File: src/rtl/fqp_pkg.sv
// shared types and constants for the fastq record parser
package fqp_pkg;

   localparam logic [7:0] CH_AT    = 8'h40;
   localparam logic [7:0] CH_PLUS  = 8'h2B;
   localparam logic [7:0] CH_SPACE = 8'h20;
   localparam logic [7:0] CH_CR    = 8'h0D;
   localparam logic [7:0] CH_LF    = 8'h0A;

   localparam logic [1:0] LINE_HEADER = 2'd0;
   localparam logic [1:0] LINE_SEQ    = 2'd1;
   localparam logic [1:0] LINE_SEP    = 2'd2;
   localparam logic [1:0] LINE_QUAL   = 2'd3;

   localparam logic [1:0] FIELD_NAME = 2'd0;
   localparam logic [1:0] FIELD_SEQ  = 2'd1;
   localparam logic [1:0] FIELD_QUAL = 2'd2;

   localparam logic [1:0] ERR_NONE          = 2'd0;
   localparam logic [1:0] ERR_BAD_HEADER    = 2'd1;
   localparam logic [1:0] ERR_BAD_SEPARATOR = 2'd2;
   localparam logic [1:0] ERR_TRUNCATED     = 2'd3;

   localparam logic KIND_DATA = 1'b0;
   localparam logic KIND_EOS  = 1'b1;

   typedef struct packed {
      logic [7:0] byte_value;
      logic       byte_valid;
      logic [1:0] field_code;
      logic       record_done;
      logic       stream_done;
      logic [1:0] error_code;
   } result_type;

   // all results caused by one input item
   typedef struct packed {
      result_type first;
      result_type second;
      logic [1:0] count;
   } run_type;

   typedef struct packed {
      logic [1:0] line_index;
      logic       line_started;
      logic       char_seen;
      logic       cr_pending;
      logic       name_open;
      logic       halted;
   } parse_state_type;

endpackage

File: src/rtl/fqp_back.sv
// back end: splits each run into single results in the output register
module fqp_back
   import fqp_pkg::*;
(
   input  logic       clock,
   input  logic       reset,
   input  logic       head_valid,
   input  run_type    head_run,
   output logic       pop,
   input  logic       rsp_ready,
   output logic       rsp_valid,
   output result_type rsp_result,
   output logic       rsp_last
);

   logic       out_valid_ff, out_valid_in;
   result_type out_res_ff, out_res_in;
   logic       out_last_ff, out_last_in;
   logic       second_ff, second_in;
   logic       load, is_last;

   assign load    = !out_valid_ff || rsp_ready;
   // last beat of the run: second half, or a run with a single result
   assign is_last = second_ff || (head_run.count == 2'd1);
   assign pop     = load && head_valid && is_last;

   always_comb begin
      out_valid_in = out_valid_ff;
      out_res_in   = out_res_ff;
      out_last_in  = out_last_ff;
      second_in    = second_ff;
      if (load) begin
         out_valid_in = head_valid;
         if (head_valid) begin
            out_res_in  = second_ff ? head_run.second : head_run.first;
            out_last_in = is_last;
            second_in   = !is_last;
         end
      end
   end

   always_ff @(posedge clock) begin
      if (reset) begin
         out_valid_ff <= 1'b0;
         second_ff    <= 1'b0;
      end else begin
         out_valid_ff <= out_valid_in;
         second_ff    <= second_in;
      end
   end

   always_ff @(posedge clock) begin
      out_res_ff  <= out_res_in;
      out_last_ff <= out_last_in;
   end

   assign rsp_valid  = out_valid_ff;
   assign rsp_result = out_res_ff;
   assign rsp_last   = out_last_ff;

endmodule

File: config.mk
export PLATFORM = sky130hd
export DESIGN_NAME = fqp_back
export DESIGN_NICKNAME = d
export VERILOG_FILES = /design/src/rtl/fqp_pkg.sv /design/src/rtl/fqp_back.sv
export SDC_FILE = /design/constraint.sdc
export NUM_CORES = 1
export LEC_CHECK = 0
export BUFFER_PORTS_ARGS = -buffer_cell sky130_fd_sc_hd__clkbuf_2
export CORE_MARGIN = 4
export CORE_UTILIZATION = 40
export CTS_CLUSTER_SIZE = 24
export DETAILED_ROUTE_END_ITERATION = 8
export GPL_TIMING_DRIVEN = 0
export HOLD_SLACK_MARGIN = 0.02
export PLACE_DENSITY_LB_ADDON = 0.1
export SLEW_MARGIN = 10
export SYNTH_ARGS = -nofsm -noshare
export SYNTH_HDL_FRONTEND = slang
export SYNTH_SLANG_ARGS = --single-unit
File: constraint.sdc
create_clock -name clock -period 1.7 [get_ports clock]
set_input_delay 0.17 -clock clock [delete_from_list [all_inputs] [get_ports clock]]
set_output_delay 0.17 -clock clock [all_outputs]
set_load 0.01 [all_outputs]
* Word level (Yosys, flattened, before mapping) *
Cells that the tools add are included.

cells by class
  equal/unequal tests = 1
  multiplexer cells = 1
  reduce and logical (&&, ||, !) cells = 7

operators with widths
  operator                                                          number
  15-bit two-way mux                                                1
  2-bit by 1-bit == test with 1-bit output (second input constant)  1
  1-bit logical AND                                                 2
  1-bit logical NOT                                                 2
  1-bit logical OR                                                  2
  2-bit AND reduction                                               1

word-level totals
  bits in registers = 18
  input port bits = 36
  output and inout bits = 18

* Depth between registers and ports, before layout *
  depth after elaboration = 4
  gate-level depth with buffers = 5

* Worst setup path before layout *
OpenSTA, ideal clock, no wires.

  kind = register to output
  from = register out_valid_ff, in the netlist rsp_valid
  to = output port pop
  arrival = 1.164 ns
  setup slack = 0.366 ns
  stages on the path, launching flop included = 4
  cells stage by stage = dfxtp_1 nand2b_4 and2_1 and2_1

on the way
  cells in the longest elaborated chain, start to end = 4

ends and longest elaborated chain
  item                            RTL line        text
  start, declared                 fqp_back.sv:16  logic out_valid_ff, out_valid_in;
  start signal, assigned          fqp_back.sv:47  out_valid_ff <= out_valid_in;
  1-bit logical NOT               fqp_back.sv:22  assign load = !out_valid_ff || rsp_ready;
  1-bit logical OR                fqp_back.sv:22
  1-bit logical AND (2 in a row)  fqp_back.sv:25  assign pop = load && head_valid && is_last;
  end, declared                   fqp_back.sv:9   output logic pop,

No other way between the ends.

* Worst setup path after layout *
Same ends and word-level chain as after synthesis.

==> reports/qor.txt <==
drt initial violations = 3
Final Max Tran Viols = 0
CP cell instances = nand2b_4 > and2_4 > and2_1 > clkbuf_2
htree depth = 1
total global routing overflow = 0
actual slew at the worst max-slew pin = 0.226 ns
Logic pwr share = 0.204
largest stage delay on the critical path = 0.35 ns
Post-CTS Repair Setup Buffers = 0
final setup fails = 0
die area = 2840 sq um
Max Buffers Root-to-Sink = 2
Util after Layout = 0.585
WHS Endpoint = rsp_valid
FMAX = 684 MHz
most frequent cells after synthesis = 16 x edfxtp_1, 9 x mux2_4, 6 x mux2_2
Finished Cell Area = 1150 sq um
RSZ-0062 raised after global routing = false
setup ws final = 0.237 ns
maxcap violations = 0
r2r endpoint = rsp_result[9]
largest net degree at the start of global routing = 19
io pins = 54
Crit path max-delay family = simple AND/OR/NAND/NOR gates
Port Buffers = 53
slew margin rel. = 0.849
Arr. time, crit path = 1.29 ns
Slowest-stage cell, CP = dfxtp_1
r2r worst-path depth = 3
final WL = 1.52 mm
area grow syn2layout = 39.9%
switch share = 0.224
latest clock arrival within the worst-skew pair = 0.29 ns
CP Capture Type = output pin
Synth top area share = 0.585
Multi-input gate area = 264 sq um
CTS Buf Count = 3
antenna violations before repair = 0
Flop pwr share = 0.574
Placed Area = 1120 sq um
synth unique cells = 15
# diodes = 0
Reg2Reg Launch Point = second_ff
CTS tree = built
layout cell share with drive strength beyond 1 = 0.728
CP required = 1.53 ns
clock skew = 0.00517 ns
Die Height = 53.3 um
cell accounting for the most synthesized area = edfxtp_1
CP startpoint kind = flip-flop
Seq cells post-synth = 18
Reg2Reg Setup Slack = 0.54 ns
final worst-path cycle share = 0.861
asr flop ratio synth = 0
cts hold-fix bufs = 0
die width = 53.3 um
DRC viols = 0
Num Clock Sinks = 18
hold path depth = 2
mean area per synthesized cell = 17.8 sq um
Critical Path Fanout Max = 18
peak supply drop = 0.466 mV
clock power share = 0.222
# nets final = 140
WL/cell = 11.7 um
Critical path buffers and inverters = 1
core area = 1960 sq um
Synth warnings = 0
Mapped Nets = 82
Fin Setup TNS = 0 ns
via/cell ratio = 4.42
worst hold path type = input port to flip-flop
root buf cell = clkbuf_4
drt first pass iters = 3
FF/Latch Area = 520 sq um
sequential share of the synthesized area = 0.634
pwr/cell area = 810 nW/um^2
clk slew on worst S/H paths = 0.09 ns
Fill cells = 172
Vias = 574
pre-CTS worst setup slack = 0.154 ns
Synth Flop Type = edfxtp_1
Final Hold Viols = 0
Post-synth EDFFs = 16
Mapped Area = 821 sq um
row count = 16
first-pass GRT wire length = 2.36 mm
status = completed
Gate Count Post-Synth = 46
leakage dissipation = 0.000546 uW
GRT Total Usage = 0.119
Tmin final = 1.46 ns
NetSw = 209 uW
post-route ant nets = 0
Starting Density = 0.418
main area contributors after synthesis = edfxtp_1 59%, mux2_4 16%, mux2_2 8.2%, dfxtp_1 4.9%, buf_12 2.4%
critical path class = flip-flop to output pin
internal power = 721 uW
vias in the first global route = 587
count leader, synth = edfxtp_1
GPL Wtd Cong = 0.706
hold path start = reset
[flip-flops by register name, indices dropped and copies added (netlist names)]
register,cells
rsp_valid,1
rsp_result,15
second_ff,1
rsp_last,1
[routing by layer]
metal | share of wire | vias to the layer above | wire length [um] | global-route usage
met2 | 0.53 | 31 | 800 | 0.212
met5 | 0 | - | 0 | 0
met3 | 0.096 | 3 | 145 | 0.0507
met4 | 0.013 | 0 | 19 | 0.0511
met1 | 0.36 | 254 | 553 | 0.119
li1 | - | 286 | - | -
[final cells by class]
type | count | area share
clock inverters | 1 | 0.00327
inverters | 2 | 0.00654
clock buffers | 3 | 0.0196
well taps | 27 | 0.0294
multi-input cells | 24 | 0.230
plain buffers | 2 | 0.0272
flip-flops and latches | 18 | 0.453
repair buffers | 53 | 0.231
[metrics by stage]
step                hold WS (ns)  total power, uW  instances
CTS                       0.0492              947        130
global route              0.0592              989        130
detailed placement         0.368              736        126
global placement           0.364              731        126
finish                    0.0617              930        130
floorplan                  0.239              654         46
[what timing repair did]
item / 4_1_cts / 5_1_grt
pin swaps: 0 / 0
gates resized for setup: 1 / 1
endpoints found under the setup margin: 1 / 1
[cells in the final DEF (no fill, tap or decap)]
master	count
a21oi_1	1
and2_1	1
and2_4	1
buf_12	1
buf_6	1
clkbuf_2	53
clkbuf_4	3
clkinv_1	1
dfxtp_1	2
edfxtp_1	16
inv_1	2
mux2_2	6
mux2_4	9
nand2_1	1
nand2b_1	1
nand2b_4	1
nand4_1	1
nor2_1	1
o31ai_1	1
[cells by family after synthesis]
kind of cell,share of synthesized area
DFF,0.634
muxes,0.247
and+or+nand+nor,0.0564
buffers and inverters,0.0473
AOI/OAI and AO/OA,0.0152
[power by group through the flow]
| stage | sequential [uW] | clock (uW) | combinational (uW) |
|---|---|---|---|
| finish | 534 | 207 | 190 |
| global route | 537 | 244 | 208 |
| CTS | 535 | 220 | 192 |
| detailed placement | 545 | 0 | 191 |
| global placement | 543 | 0 | 188 |
| floorplan | 561 | 0 | 93.5 |
[worst max path at each step]
stage                          from   to  slack (ns)  depth (start not counted)
after floorplan           rsp_valid  pop        0.37                          3
after global placement    rsp_valid  pop        0.18                          4
after detailed placement  rsp_valid  pop        0.15                          4
after CTS                 rsp_valid  pop        0.07                          4
after global routing      rsp_valid  pop        0.15                          4
final                     rsp_valid  pop        0.24                          4
Note: power is estimated with default switching activity, not from simulation.
